`config.mk`:
```
export PLATFORM = sky130hd
export DESIGN_NAME = lfo_exponential_cutoff_modulator_flat
export DESIGN_NICKNAME = d
export VERILOG_FILES = /design/src/hw/rtl/lecm_pkg.sv /design/src/hw/rtl/lecm_if.sv /design/src/hw/rtl/lfo_exponential_cutoff_modulator.sv /design/src/flat_wrapper.sv
export SDC_FILE = /design/constraint.sdc
export NUM_CORES = 2
export LEC_CHECK = 0
export ABC_AREA = 1
export ABC_CLOCK_PERIOD_IN_PS = 24400
export BUFFER_PORTS_ARGS = -buffer_cell sky130_fd_sc_hd__buf_2
export CAP_MARGIN = 20
export CORE_ASPECT_RATIO = 0.7
export CORE_MARGIN = 1
export CORE_UTILIZATION = 50
export DETAILED_ROUTE_END_ITERATION = 7
export PLACE_DENSITY_LB_ADDON = 0.05
export SLEW_MARGIN = 10
export SYNTH_ARGS = -nofsm -noshare
export SYNTH_HDL_FRONTEND = slang
export SYNTH_SLANG_ARGS = --single-unit
```
`constraint.sdc`:
```
create_clock -name clk -period 24.4 [get_ports clk]
set_input_delay 4.88 -clock clk [delete_from_list [all_inputs] [get_ports clk]]
set_output_delay 4.88 -clock clk [all_outputs]
set_load 0.01 [all_outputs]
```
`src/hw/rtl/lecm_pkg.sv`:
```
// shared constants, types and constant tables of the lfo cutoff modulator
`default_nettype none

package lecm_pkg;

    localparam int PHASE_BITS       = 32;
    localparam int SINE_TABLE_DEPTH = 256;
    localparam int EXP_TABLE_DEPTH  = 256;

    localparam int CUTOFF_W   = 19;
    localparam int BLK_W      = 14;
    localparam int WAVE_W     = 16;
    localparam int DEPTH_W    = 15;
    localparam int INC_W      = 32;
    localparam int WTYPE_W    = 2;
    localparam int CFG_IDX_W  = 2;
    localparam int CFG_DATA_W = 32;
    localparam int EXP_W      = 17;
    localparam int OCT_W      = 21;
    localparam int MUL_IN_W   = 33;
    localparam int MUL_W      = 48;
    localparam int PROD_CUT_W = CUTOFF_W + EXP_W;
    localparam int SIN_IW     = $clog2(SINE_TABLE_DEPTH + 1);
    localparam int EXP_IW     = $clog2(EXP_TABLE_DEPTH);

    // register indexes
    localparam logic [CFG_IDX_W-1:0] REG_WAVE_TYPE = 2'd0;
    localparam logic [CFG_IDX_W-1:0] REG_PHASE_INC = 2'd1;
    localparam logic [CFG_IDX_W-1:0] REG_DEPTH     = 2'd2;

    // waveform codes
    localparam logic [WTYPE_W-1:0] WAVE_SINE     = 2'd0;
    localparam logic [WTYPE_W-1:0] WAVE_SQUARE   = 2'd1;
    localparam logic [WTYPE_W-1:0] WAVE_TRIANGLE = 2'd2;
    localparam logic [WTYPE_W-1:0] WAVE_SAW      = 2'd3;

    localparam logic [WTYPE_W-1:0]        WAVE_TYPE_RESET = WAVE_SINE;
    localparam logic [INC_W-1:0]          PHASE_INC_RESET = 32'd429497;
    localparam logic signed [DEPTH_W-1:0] DEPTH_RESET     = 15'sd256;

    localparam logic [CUTOFF_W-1:0] CUT_MIN = 19'd336;
    localparam logic [CUTOFF_W-1:0] CUT_MAX = 19'd319840;

    // floor divide by 3 of a biased 23-bit value: z * ceil(2^25 / 3) >> 25
    localparam logic [23:0]  DIV_BIAS   = 24'd6291456;
    localparam logic [21:0]  DIV_OFFSET = 22'd2097152;
    localparam logic [MUL_IN_W-1:0] DIV3_RECIP = 33'd11184811;
    localparam int DIV3_SHIFT = 25;

    localparam logic [63:0] Q30_HALF_PI = 64'd1686629713;
    localparam logic [63:0] Q30_LN2     = 64'd744261118;

    typedef enum logic [2:0] {
        ST_IDLE,
        ST_ADV,
        ST_PHASE,
        ST_DIV,
        ST_EXP,
        ST_MANT,
        ST_CUT,
        ST_SCALE
    } state_t;

    // quarter-wave sine, Q1.15, rounded, from a Q30 series
    function automatic logic [(SINE_TABLE_DEPTH+1)*WAVE_W-1:0] build_sin_tab();
        logic [(SINE_TABLE_DEPTH+1)*WAVE_W-1:0] tab;
        logic [63:0] x;
        logic [63:0] x2;
        logic [63:0] term;
        longint      sum;
        longint      v;
        tab = '0;
        for (int k = 0; k <= SINE_TABLE_DEPTH; k++)
        begin
            x    = Q30_HALF_PI * 64'(k) / 64'(SINE_TABLE_DEPTH);
            x2   = (x * x) >> 30;
            term = x;
            sum  = longint'(x);
            for (int n = 1; n <= 6; n++)
            begin
                term = (term * x2) >> 30;
                term = term / 64'((2 * n) * (2 * n + 1));
                if ((n & 1) != 0)
                    sum = sum - longint'(term);
                else
                    sum = sum + longint'(term);
            end
            if (sum < 0)
                sum = 0;
            v = (sum + 16384) >>> 15;
            if (v > 32767)
                v = 32767;
            tab[k*WAVE_W +: WAVE_W] = v[WAVE_W-1:0];
        end
        return tab;
    endfunction

    // 2^(k/depth) in Q16, rounded
    function automatic logic [EXP_TABLE_DEPTH*EXP_W-1:0] build_exp_tab();
        logic [EXP_TABLE_DEPTH*EXP_W-1:0] tab;
        logic [63:0] y;
        logic [63:0] term;
        logic [63:0] sum;
        logic [63:0] r;
        tab = '0;
        for (int k = 0; k < EXP_TABLE_DEPTH; k++)
        begin
            y    = Q30_LN2 * 64'(k) / 64'(EXP_TABLE_DEPTH);
            term = 64'd1 << 30;
            sum  = term;
            for (int n = 1; n <= 12; n++)
            begin
                term = ((term * y) >> 30) / 64'(n);
                sum  = sum + term;
            end
            r = (sum + 64'd8192) >> 14;
            tab[k*EXP_W +: EXP_W] = r[EXP_W-1:0];
        end
        return tab;
    endfunction

    localparam logic [(SINE_TABLE_DEPTH+1)*WAVE_W-1:0] SIN_TAB = build_sin_tab();
    localparam logic [EXP_TABLE_DEPTH*EXP_W-1:0]       EXP_TAB = build_exp_tab();

endpackage

`default_nettype wire

```
`src/hw/rtl/lecm_if.sv`:
```
// valid/ready channel interfaces: input item, result item, register write
`default_nettype none

interface lecm_item_if
    import lecm_pkg::*;
();
    logic                valid;
    logic                ready;
    logic [CUTOFF_W-1:0] cutoff_q4;
    logic [BLK_W-1:0]    block_samples;

    modport source (output valid, output cutoff_q4, output block_samples, input ready);
    modport sink   (input valid, input cutoff_q4, input block_samples, output ready);
endinterface

interface lecm_result_if
    import lecm_pkg::*;
();
    logic                     valid;
    logic                     ready;
    logic [CUTOFF_W-1:0]      modulated_cutoff_q4;
    logic signed [WAVE_W-1:0] wave_value;

    modport source (output valid, output modulated_cutoff_q4, output wave_value, input ready);
    modport sink   (input valid, input modulated_cutoff_q4, input wave_value, output ready);
endinterface

interface lecm_cfg_if
    import lecm_pkg::*;
();
    logic                  valid;
    logic                  ready;
    logic [CFG_IDX_W-1:0]  index;
    logic [CFG_DATA_W-1:0] data;

    modport source (output valid, output index, output data, input ready);
    modport sink   (input valid, input index, input data, output ready);
endinterface

`default_nettype wire

```
`src/hw/rtl/lfo_exponential_cutoff_modulator.sv`:
```
// lfo cutoff modulator top level: sequencer around one shared multiplier
//
//  channel  dir  fields                                  accepted when
//  item     in   cutoff_q4[18:0] block_samples[13:0]     item.valid && item.ready
//  result   out  modulated_cutoff_q4[18:0] wave_value    result.valid && result.ready
//  cfg      in   index[1:0] data[31:0]                   cfg.valid && cfg.ready
//
// one item runs from the idle accept through seven sequencer steps to result load,
// four of them passes through the shared 33x33 multiplier
// (phase step, depth times wave, divide by 3, cutoff times mantissa)
// a finished result sits in the output register; the next item is taken meanwhile,
// and the last step waits only if the output register is still full
// async active-low reset clears phase, state and result valid and loads the config registers with their reset values
`default_nettype none

module lfo_exponential_cutoff_modulator
    import lecm_pkg::*;
(
    input  logic           clk,
    input  logic           rst_n,
    lecm_item_if.sink      item,
    lecm_result_if.source  result,
    lecm_cfg_if.sink       cfg
);

    state_t state_reg;
    state_t state_next;

    logic [PHASE_BITS-1:0]    phase_reg;
    logic [PHASE_BITS-1:0]    phase_next;
    logic [WTYPE_W-1:0]       wave_type_reg;
    logic [INC_W-1:0]         phase_inc_reg;
    logic signed [DEPTH_W-1:0] depth_reg;

    logic [CUTOFF_W-1:0]      cutoff_reg;
    logic [BLK_W-1:0]         blk_reg;
    logic signed [WAVE_W-1:0] wave_reg;
    logic signed [WAVE_W-1:0] wave_next;
    logic [MUL_W-1:0]         prod_reg;
    logic [MUL_W-1:0]         prod_next;
    logic [OCT_W-1:0]         oct_reg;
    logic [OCT_W-1:0]         oct_next;
    logic [EXP_W-1:0]         mant_reg;
    logic [EXP_W-1:0]         mant_next;

    logic                     out_valid_reg;
    logic [CUTOFF_W-1:0]      res_cutoff_reg;
    logic [CUTOFF_W-1:0]      res_cutoff_next;
    logic signed [WAVE_W-1:0] res_wave_reg;

    logic item_ready;
    logic item_accept;
    logic mul_en;
    logic out_load;

    logic signed [MUL_IN_W-1:0]   mul_a;
    logic signed [MUL_IN_W-1:0]   mul_b;
    logic signed [2*MUL_IN_W-1:0] mul_p;

    // ---------------- sequencer ----------------
    always_ff @(posedge clk or negedge rst_n)
    begin
        if (!rst_n)
            state_reg <= ST_IDLE;
        else
            state_reg <= state_next;
    end

    logic [23:0] z_wide;
    logic [22:0] z_div;

    always_comb
    begin
        state_next = state_reg;
        item_ready = 1'b0;
        mul_en     = 1'b0;
        out_load   = 1'b0;
        mul_a      = '0;
        mul_b      = '0;
        case (state_reg)
            ST_IDLE:
            begin
                item_ready = 1'b1;
                if (item.valid)
                    state_next = ST_ADV;
            end
            ST_ADV:
            begin
                mul_en     = 1'b1;
                mul_a      = $signed({{(MUL_IN_W-BLK_W){1'b0}}, blk_reg});
                mul_b      = $signed({{(MUL_IN_W-INC_W){1'b0}}, phase_inc_reg});
                state_next = ST_PHASE;
            end
            ST_PHASE:
            begin
                mul_en     = 1'b1;
                mul_a      = MUL_IN_W'(depth_reg);
                mul_b      = MUL_IN_W'(wave_reg);
                state_next = ST_DIV;
            end
            ST_DIV:
            begin
                mul_en     = 1'b1;
                mul_a      = $signed({{(MUL_IN_W-23){1'b0}}, z_div});
                mul_b      = $signed(DIV3_RECIP);
                state_next = ST_EXP;
            end
            ST_EXP:
                state_next = ST_MANT;
            ST_MANT:
                state_next = ST_CUT;
            ST_CUT:
            begin
                mul_en     = 1'b1;
                mul_a      = $signed({{(MUL_IN_W-CUTOFF_W){1'b0}}, cutoff_reg});
                mul_b      = $signed({{(MUL_IN_W-EXP_W){1'b0}}, mant_reg});
                state_next = ST_SCALE;
            end
            ST_SCALE:
            begin
                if (!out_valid_reg || result.ready)
                begin
                    out_load   = 1'b1;
                    state_next = ST_IDLE;
                end
            end
            default:
                state_next = ST_IDLE;
        endcase
    end

    assign item.ready  = item_ready;
    assign item_accept = item.valid && item_ready;

    // the shared multiplier
    assign mul_p     = mul_a * mul_b;
    assign prod_next = mul_p[MUL_W-1:0];

    // ---------------- waveform from the phase before advancing ----------------
    logic [15:0]                p;
    logic [14+SIN_IW-1:0]       sin_prod;
    logic [SIN_IW-1:0]          sin_i;
    logic [SIN_IW-1:0]          sin_addr;
    logic [WAVE_W-1:0]          sin_val;
    logic [16:0]                tri_d;
    logic signed [17:0]         wave_wide;

    assign p        = phase_reg[PHASE_BITS-1 -: 16];
    assign sin_prod = (14+SIN_IW)'(p[13:0]) * (14+SIN_IW)'(SINE_TABLE_DEPTH);
    assign sin_i    = sin_prod[14 +: SIN_IW];
    // odd quadrants run the table backwards
    assign sin_addr = p[14] ? (SIN_IW'(SINE_TABLE_DEPTH) - sin_i) : sin_i;
    assign sin_val  = SIN_TAB[sin_addr*WAVE_W +: WAVE_W];
    assign tri_d    = p[15] ? ({1'b0, p} - 17'd32768) : (17'd32768 - {1'b0, p});

    always_comb
    begin
        case (wave_type_reg)
            WAVE_SINE:
                wave_wide = p[15] ? -$signed({2'b00, sin_val}) : $signed({2'b00, sin_val});
            WAVE_SQUARE:
                wave_wide = p[15] ? -18'sd32768 : 18'sd32767;
            WAVE_TRIANGLE:
                wave_wide = $signed({tri_d, 1'b0}) - 18'sd32768;
            WAVE_SAW:
                wave_wide = 18'sd32768 - $signed({2'b00, p});
            default:
                wave_wide = '0;
        endcase
        if (wave_wide > 18'sd32767)
            wave_next = 16'sd32767;
        else if (wave_wide < -18'sd32768)
            wave_next = -16'sd32768;
        else
            wave_next = wave_wide[WAVE_W-1:0];
    end

    // ---------------- phase advance ----------------
    logic [PHASE_BITS+MUL_W-1:0] phase_sum;
    assign phase_sum  = (PHASE_BITS+MUL_W)'(phase_reg) + (PHASE_BITS+MUL_W)'(prod_reg);
    assign phase_next = phase_sum[PHASE_BITS-1:0];

    // ---------------- octaves = floor(depth * wave / 1536) ----------------
    // floor by 512 is an arithmetic shift, then a biased floor divide by 3
    logic signed [21:0] y_div;
    logic [21:0]        q_div;
    logic [21:0]        oct_wide;

    assign y_div    = $signed(prod_reg[30:9]);
    assign z_wide   = {{2{y_div[21]}}, y_div} + DIV_BIAS;
    assign z_div    = z_wide[22:0];
    assign q_div    = prod_reg[DIV3_SHIFT +: 22];
    assign oct_wide = q_div - DIV_OFFSET;
    assign oct_next = oct_wide[OCT_W-1:0];

    // ---------------- mantissa lookup ----------------
    logic [16+EXP_IW-1:0] exp_prod;
    logic [EXP_IW-1:0]    exp_idx;

    assign exp_prod  = (16+EXP_IW)'(oct_reg[15:0]) * (16+EXP_IW)'(EXP_TABLE_DEPTH);
    assign exp_idx   = exp_prod[16 +: EXP_IW];
    assign mant_next = EXP_TAB[exp_idx*EXP_W +: EXP_W];

    // ---------------- shift by whole octaves and clamp ----------------
    logic signed [OCT_W-17:0] oct_int;
    logic [OCT_W-17:0]        oct_neg;
    logic [5:0]               rshift;
    logic [51:0]              scaled;

    assign oct_int = $signed(oct_reg[OCT_W-1:16]);
    assign oct_neg = $unsigned(-oct_int);
    assign rshift  = 6'd16 + {1'b0, oct_neg};

    always_comb
    begin
        if (!oct_int[OCT_W-17])
            scaled = (52'(prod_reg[PROD_CUT_W-1:0]) << oct_int[OCT_W-18:0]) >> 16;
        else
            scaled = 52'(prod_reg[PROD_CUT_W-1:0]) >> rshift;
        if (scaled < 52'(CUT_MIN))
            res_cutoff_next = CUT_MIN;
        else if (scaled > 52'(CUT_MAX))
            res_cutoff_next = CUT_MAX;
        else
            res_cutoff_next = scaled[CUTOFF_W-1:0];
    end

    // ---------------- datapath registers ----------------
    always_ff @(posedge clk)
    begin
        if (item_accept)
        begin
            cutoff_reg <= item.cutoff_q4;
            blk_reg    <= item.block_samples;
        end
        if (state_reg == ST_ADV)
            wave_reg <= wave_next;
        if (mul_en)
            prod_reg <= prod_next;
        if (state_reg == ST_EXP)
            oct_reg <= oct_next;
        if (state_reg == ST_MANT)
            mant_reg <= mant_next;
        if (out_load)
        begin
            res_cutoff_reg <= res_cutoff_next;
            res_wave_reg   <= wave_reg;
        end
    end

    // ---------------- phase, registers, result valid ----------------
    always_ff @(posedge clk or negedge rst_n)
    begin
        if (!rst_n)
        begin
            phase_reg     <= '0;
            wave_type_reg <= WAVE_TYPE_RESET;
            phase_inc_reg <= PHASE_INC_RESET;
            depth_reg     <= DEPTH_RESET;
            out_valid_reg <= 1'b0;
        end
        else
        begin
            if (state_reg == ST_PHASE)
                phase_reg <= phase_next;
            if (cfg.valid)
            begin
                case (cfg.index)
                    REG_WAVE_TYPE: wave_type_reg <= cfg.data[WTYPE_W-1:0];
                    REG_PHASE_INC: phase_inc_reg <= cfg.data[INC_W-1:0];
                    REG_DEPTH:     depth_reg     <= $signed(cfg.data[DEPTH_W-1:0]);
                    default:       ;
                endcase
            end
            if (out_load)
                out_valid_reg <= 1'b1;
            else if (result.ready)
                out_valid_reg <= 1'b0;
        end
    end

    assign cfg.ready                  = 1'b1;
    assign result.valid               = out_valid_reg;
    assign result.modulated_cutoff_q4 = res_cutoff_reg;
    assign result.wave_value          = res_wave_reg;

    // ---------------- assertions ----------------
    a_busy_after_accept: assert property (@(posedge clk) disable iff (!rst_n)
        item_accept |=> !item.ready)
        else $error("item taken while the sequencer is busy");

    a_phase_moves_once: assert property (@(posedge clk) disable iff (!rst_n)
        (state_reg != ST_PHASE) |=> $stable(phase_reg))
        else $error("phase changed outside its advance step");

    a_result_in_range: assert property (@(posedge clk) disable iff (!rst_n)
        result.valid |-> (result.modulated_cutoff_q4 >= CUT_MIN &&
                          result.modulated_cutoff_q4 <= CUT_MAX))
        else $error("result cutoff outside the clamp range");

endmodule

`default_nettype wire
```
`src/flat_wrapper.sv`:
```
// flat-port wrapper written by rule: the top's interface ports become plain ports
module lfo_exponential_cutoff_modulator_flat import lecm_pkg::*;
  (clk, rst_n, item_valid, item_cutoff_q4, item_block_samples, item_ready, result_valid, result_modulated_cutoff_q4, result_wave_value, result_ready, cfg_valid, cfg_index, cfg_data, cfg_ready);
  lecm_item_if item_i ();
  lecm_result_if result_i ();
  lecm_cfg_if cfg_i ();
  input  logic clk;
  input  logic rst_n;
  input wire logic [$bits(item_i.valid)-1:0] item_valid;
  input wire logic [$bits(item_i.cutoff_q4)-1:0] item_cutoff_q4;
  input wire logic [$bits(item_i.block_samples)-1:0] item_block_samples;
  output wire logic [$bits(item_i.ready)-1:0] item_ready;
  output wire logic [$bits(result_i.valid)-1:0] result_valid;
  output wire logic [$bits(result_i.modulated_cutoff_q4)-1:0] result_modulated_cutoff_q4;
  output wire logic [$bits(result_i.wave_value)-1:0] result_wave_value;
  input wire logic [$bits(result_i.ready)-1:0] result_ready;
  input wire logic [$bits(cfg_i.valid)-1:0] cfg_valid;
  input wire logic [$bits(cfg_i.index)-1:0] cfg_index;
  input wire logic [$bits(cfg_i.data)-1:0] cfg_data;
  output wire logic [$bits(cfg_i.ready)-1:0] cfg_ready;
  assign item_i.valid = item_valid;
  assign item_i.cutoff_q4 = item_cutoff_q4;
  assign item_i.block_samples = item_block_samples;
  assign item_ready = item_i.ready;
  assign result_valid = result_i.valid;
  assign result_modulated_cutoff_q4 = result_i.modulated_cutoff_q4;
  assign result_wave_value = result_i.wave_value;
  assign result_i.ready = result_ready;
  assign cfg_i.valid = cfg_valid;
  assign cfg_i.index = cfg_index;
  assign cfg_i.data = cfg_data;
  assign cfg_ready = cfg_i.ready;
  lfo_exponential_cutoff_modulator u_core (.clk(clk), .rst_n(rst_n), .item(item_i), .result(result_i), .cfg(cfg_i));
endmodule
```
==> results.yml <==
grt:
  track_usage_pct: 39.3
  grt_max_degree: 72
  grt_overflow_total: 0
  antenna_found_initial: 10
  grt_pass1_vias: 40962
  grt_pass1_wl_mm: 275
floorplanning:
  initial_core_util_pct: 50.6
  core_area_mm2: 0.0922
  die-area_mm2: 0.0945
  die_h_um: 257
  rows: 93
  ios: 110
  die_w_um: 367
clock_tree:
  cts.reportedPaths.clkPinSlew_ns: 0.07
  cts_buffers: 27
  cts_hold_buf: 0
  ctsResizeCount: 0
  insertion_delay_ns: 0.62
  cts_root_buffer: "clkbuf_16"
  clock-sinks: 244
  clockBufferDepth: 3
  cts_setup_buffers: 0
  htree_num_levels: 1
  cts_tree: "done"
layout:
  multiInputGateArea_mm2: 0.0334
  finish.instance_area_mm2: 0.0492
  syn_to_final_growth_pct: 5.53
  fin_cells: 7479
  fin_nets: 7259
  drive_gt1_share_pct: 5.54
  regArea_mm2: 0.00692
  nFillCells: 9101
  largest_reg_flops: 46
timing:
  final-hold-violation-count: 0
  grt_setup_unrepaired: "no"
  period_share_pct: 46.2
  clock-skew-final_ns: 0.0432
  slew-limit-headroom_pct: 23.3
  fmax_mhz: 88.8
  worst_pin_slew_ns: 1.14
  min_period_ns: 11.27
  fin_tns_setup_ns: 0
  slew_violations: 0
  setup_violations: 0
setup_path:
  worstPathRequired_ns: 24.75
  crit_path_max_incr_delay_ns: 0.99
  crit_buf_inv: 11
  start_kind: "flip-flop"
  slowest_stage: "clkinv_1"
  reg2reg_to: "u_core.prod_reg[43]"
  worstPathArrival_ns: 11.61
  reg2regPathDepth: 36
  rr_startpoint: "u_core.state_reg[2]"
  r2r_slack_ns: 13.13
  crit_family: "adder cells"
  cp.depth: 36
  critical_path_class: "flip-flop to flip-flop"
  cp_max_fo: 57
  end_kind: "flip-flop"
synthesis:
  syn-cell-area_mm2: 0.0466
  netlist_instances: 6265
  synth_area_leaders: "fa_1 (31%), nand2_1 (11%), inv_1 (11%), edfxtp_1 (10%), ha_1 (6.6%)"
  yosys_register_bits: 244
  yosysUniqueCellTypes: 70
  synth_nets: 7302
  synth_top_cell_area_share_pct: 30.9
  async_flop_share_pct: 34.8
  synth_flop_cell: "edfxtp_1"
  ys_warn_count: 0
  seq_area_frac_synth_pct: 14.8
  avgSynthCellArea_um2: 7.44
  synth_edf_count: 159
  yosysTopAreaCell: "fa_1"
drt:
  route.detailed.drc: 0
  vias: 43553
  wl_per_cell_um: 25.1
  vias_per_cell: 5.82
  postRouteAntennaNets: 0
  drt_wl_total_mm: 187
  dr.first_iter.drc_count: 6569
  dr.pass1.iters: 6
placement:
  place_area_mm2: 0.0483
  dp.cells: 7428
  place.gp.congestion: 1.04
  numPortBuffers: 108
  hpwl_mm: 150
run:
  cap_violations: 0
worst_hold_path:
  min_from: "u_core.prod_reg[36]"
  min_path_type: "flip-flop to flip-flop"
  hold_end: "u_core.oct_reg[11]"
  min_path_cells: 0
run_status:
  status: "finished clean"
-- metrics by stage --
| stage | hold slack [ns] | util [%] | setup slack [ns] |
|---|---|---|---|
| after floorplan | 0.400 | - | 15.71 |
| after global placement | 0.404 | 52.4 | 13.43 |
| after detailed placement | 0.418 | 52.4 | 13.50 |
| after CTS | 0.424 | 53.4 | 13.42 |
| after global routing | 0.432 | 53.4 | 12.67 |
| final | 0.424 | 53.4 | 13.13 |
-- how the worst max path moves through the flow --
stage / startpoint / endpoint / slack [ns]
detailed placement: u_core.state_reg[2] / u_core.prod_reg[43] / 13.50
CTS: u_core.state_reg[2] / u_core.prod_reg[43] / 13.42
global placement: u_core.state_reg[2] / u_core.prod_reg[43] / 13.43
floorplan: u_core.state_reg[2] / u_core.prod_reg[43] / 15.71
global route: u_core.state_reg[2] / u_core.prod_reg[43] / 12.67
finish: u_core.state_reg[2] / u_core.prod_reg[43] / 13.13
-- worst reg2reg max path, delay by kind of cell (launching register included) --
family	cells	cell delay (ns)
adders and majority gates	9	4.61
AOI/OAI and AO/OA	10	2.71
buffers and inverters	11	2.28
and+or+nand+nor	5	0.76
DFF	1	0.50
xor gates and xnor gates	1	0.14
-- synthesized netlist by cell type (15+ instances only) --
cell	count
o211ai_1	37
fa_1	720
a22o_1	21
dfrtp_1	73
nand2_2	22
ha_1	245
buf_2	33
o221ai_1	17
xnor2_1	46
nand2_1	1399
a31oi_1	19
o21ai_1	22
buf_1	16
o21ai_0	364
nor3_1	30
clkinv_1	19
a21oi_1	290
nand3_1	263
xor2_1	59
o21a_1	15
inv_1	1351
nor2_1	595
nand4_1	38
edfxtp_1	159
buf_4	17
clkbuf_1	194
-- layout make-up --
| class | count | area share [%] |
|---|---|---|
| Inverter | 1386 | 10.6 |
| Clock buffer | 36 | 1.46 |
| Multi-Input combinational cell | 4368 | 67.9 |
| Tap cell | 1235 | 3.14 |
| Timing Repair Buffer | 195 | 2.43 |
| Antenna cell | 1 | 0.00509 |
| Clock inverter | 14 | 0.392 |
| Sequential cell | 244 | 14.1 |
-- cells in the final DEF (no fill, tap or decap), types with 7 or more instances in the layout --
cell type,n
o22ai_1,9
o21ai_1,20
inv_1,1350
nor3_1,30
a21oi_1,289
xor2_1,59
a22o_1,21
buf_4,88
nand3_1,261
inv_2,16
ha_1,245
a221oi_1,10
o21a_1,14
buf_2,107
a22oi_1,9
clkinv_1,20
fa_1,720
nor2_1,585
dfrtp_1,73
nor2_2,17
a31oi_1,19
mux2i_1,8
clkbuf_1,8
o21ai_0,362
o2111ai_1,11
o211ai_1,37
o221ai_1,17
clkbuf_16,27
a211oi_1,10
o31ai_1,8
nand2_1,1399
xnor2_1,46
dfstp_2,12
o311ai_0,9
nand4_1,38
edfxtp_1,159
a311oi_1,7
nand2_2,22
-- per-layer routing --
metal  routed length, um  track usage (%)  part of all wire, %
met5                 280             1.82                 0.15
met4                3390             5.91                  1.8
met3               31700             17.7                   17
met2               66600             47.4                   36
met1               85500             62.7                   46
-- cell families (layout without fill, tap and decap cells) --
| group | after synthesis | count (layout) | synth area share, % |
|---|---|---|---|
| simple gates | 2389 | 2389 | 20.7 |
| mux | 14 | 14 | 0.317 |
| xor+xnor | 106 | 106 | 2.01 |
| compound gates | 893 | 893 | 11.0 |
| buf+inv | 1653 | 1631 | 13.7 |
| fa+ha+maj | 965 | 965 | 37.5 |
| other cells | 1 | 2 | 0.00804 |
| flops | 244 | 244 | 14.8 |
Power is left out: the tool's default activity adds up to more than one toggle a clock period on the data nets, which glitch-free logic cannot reach.
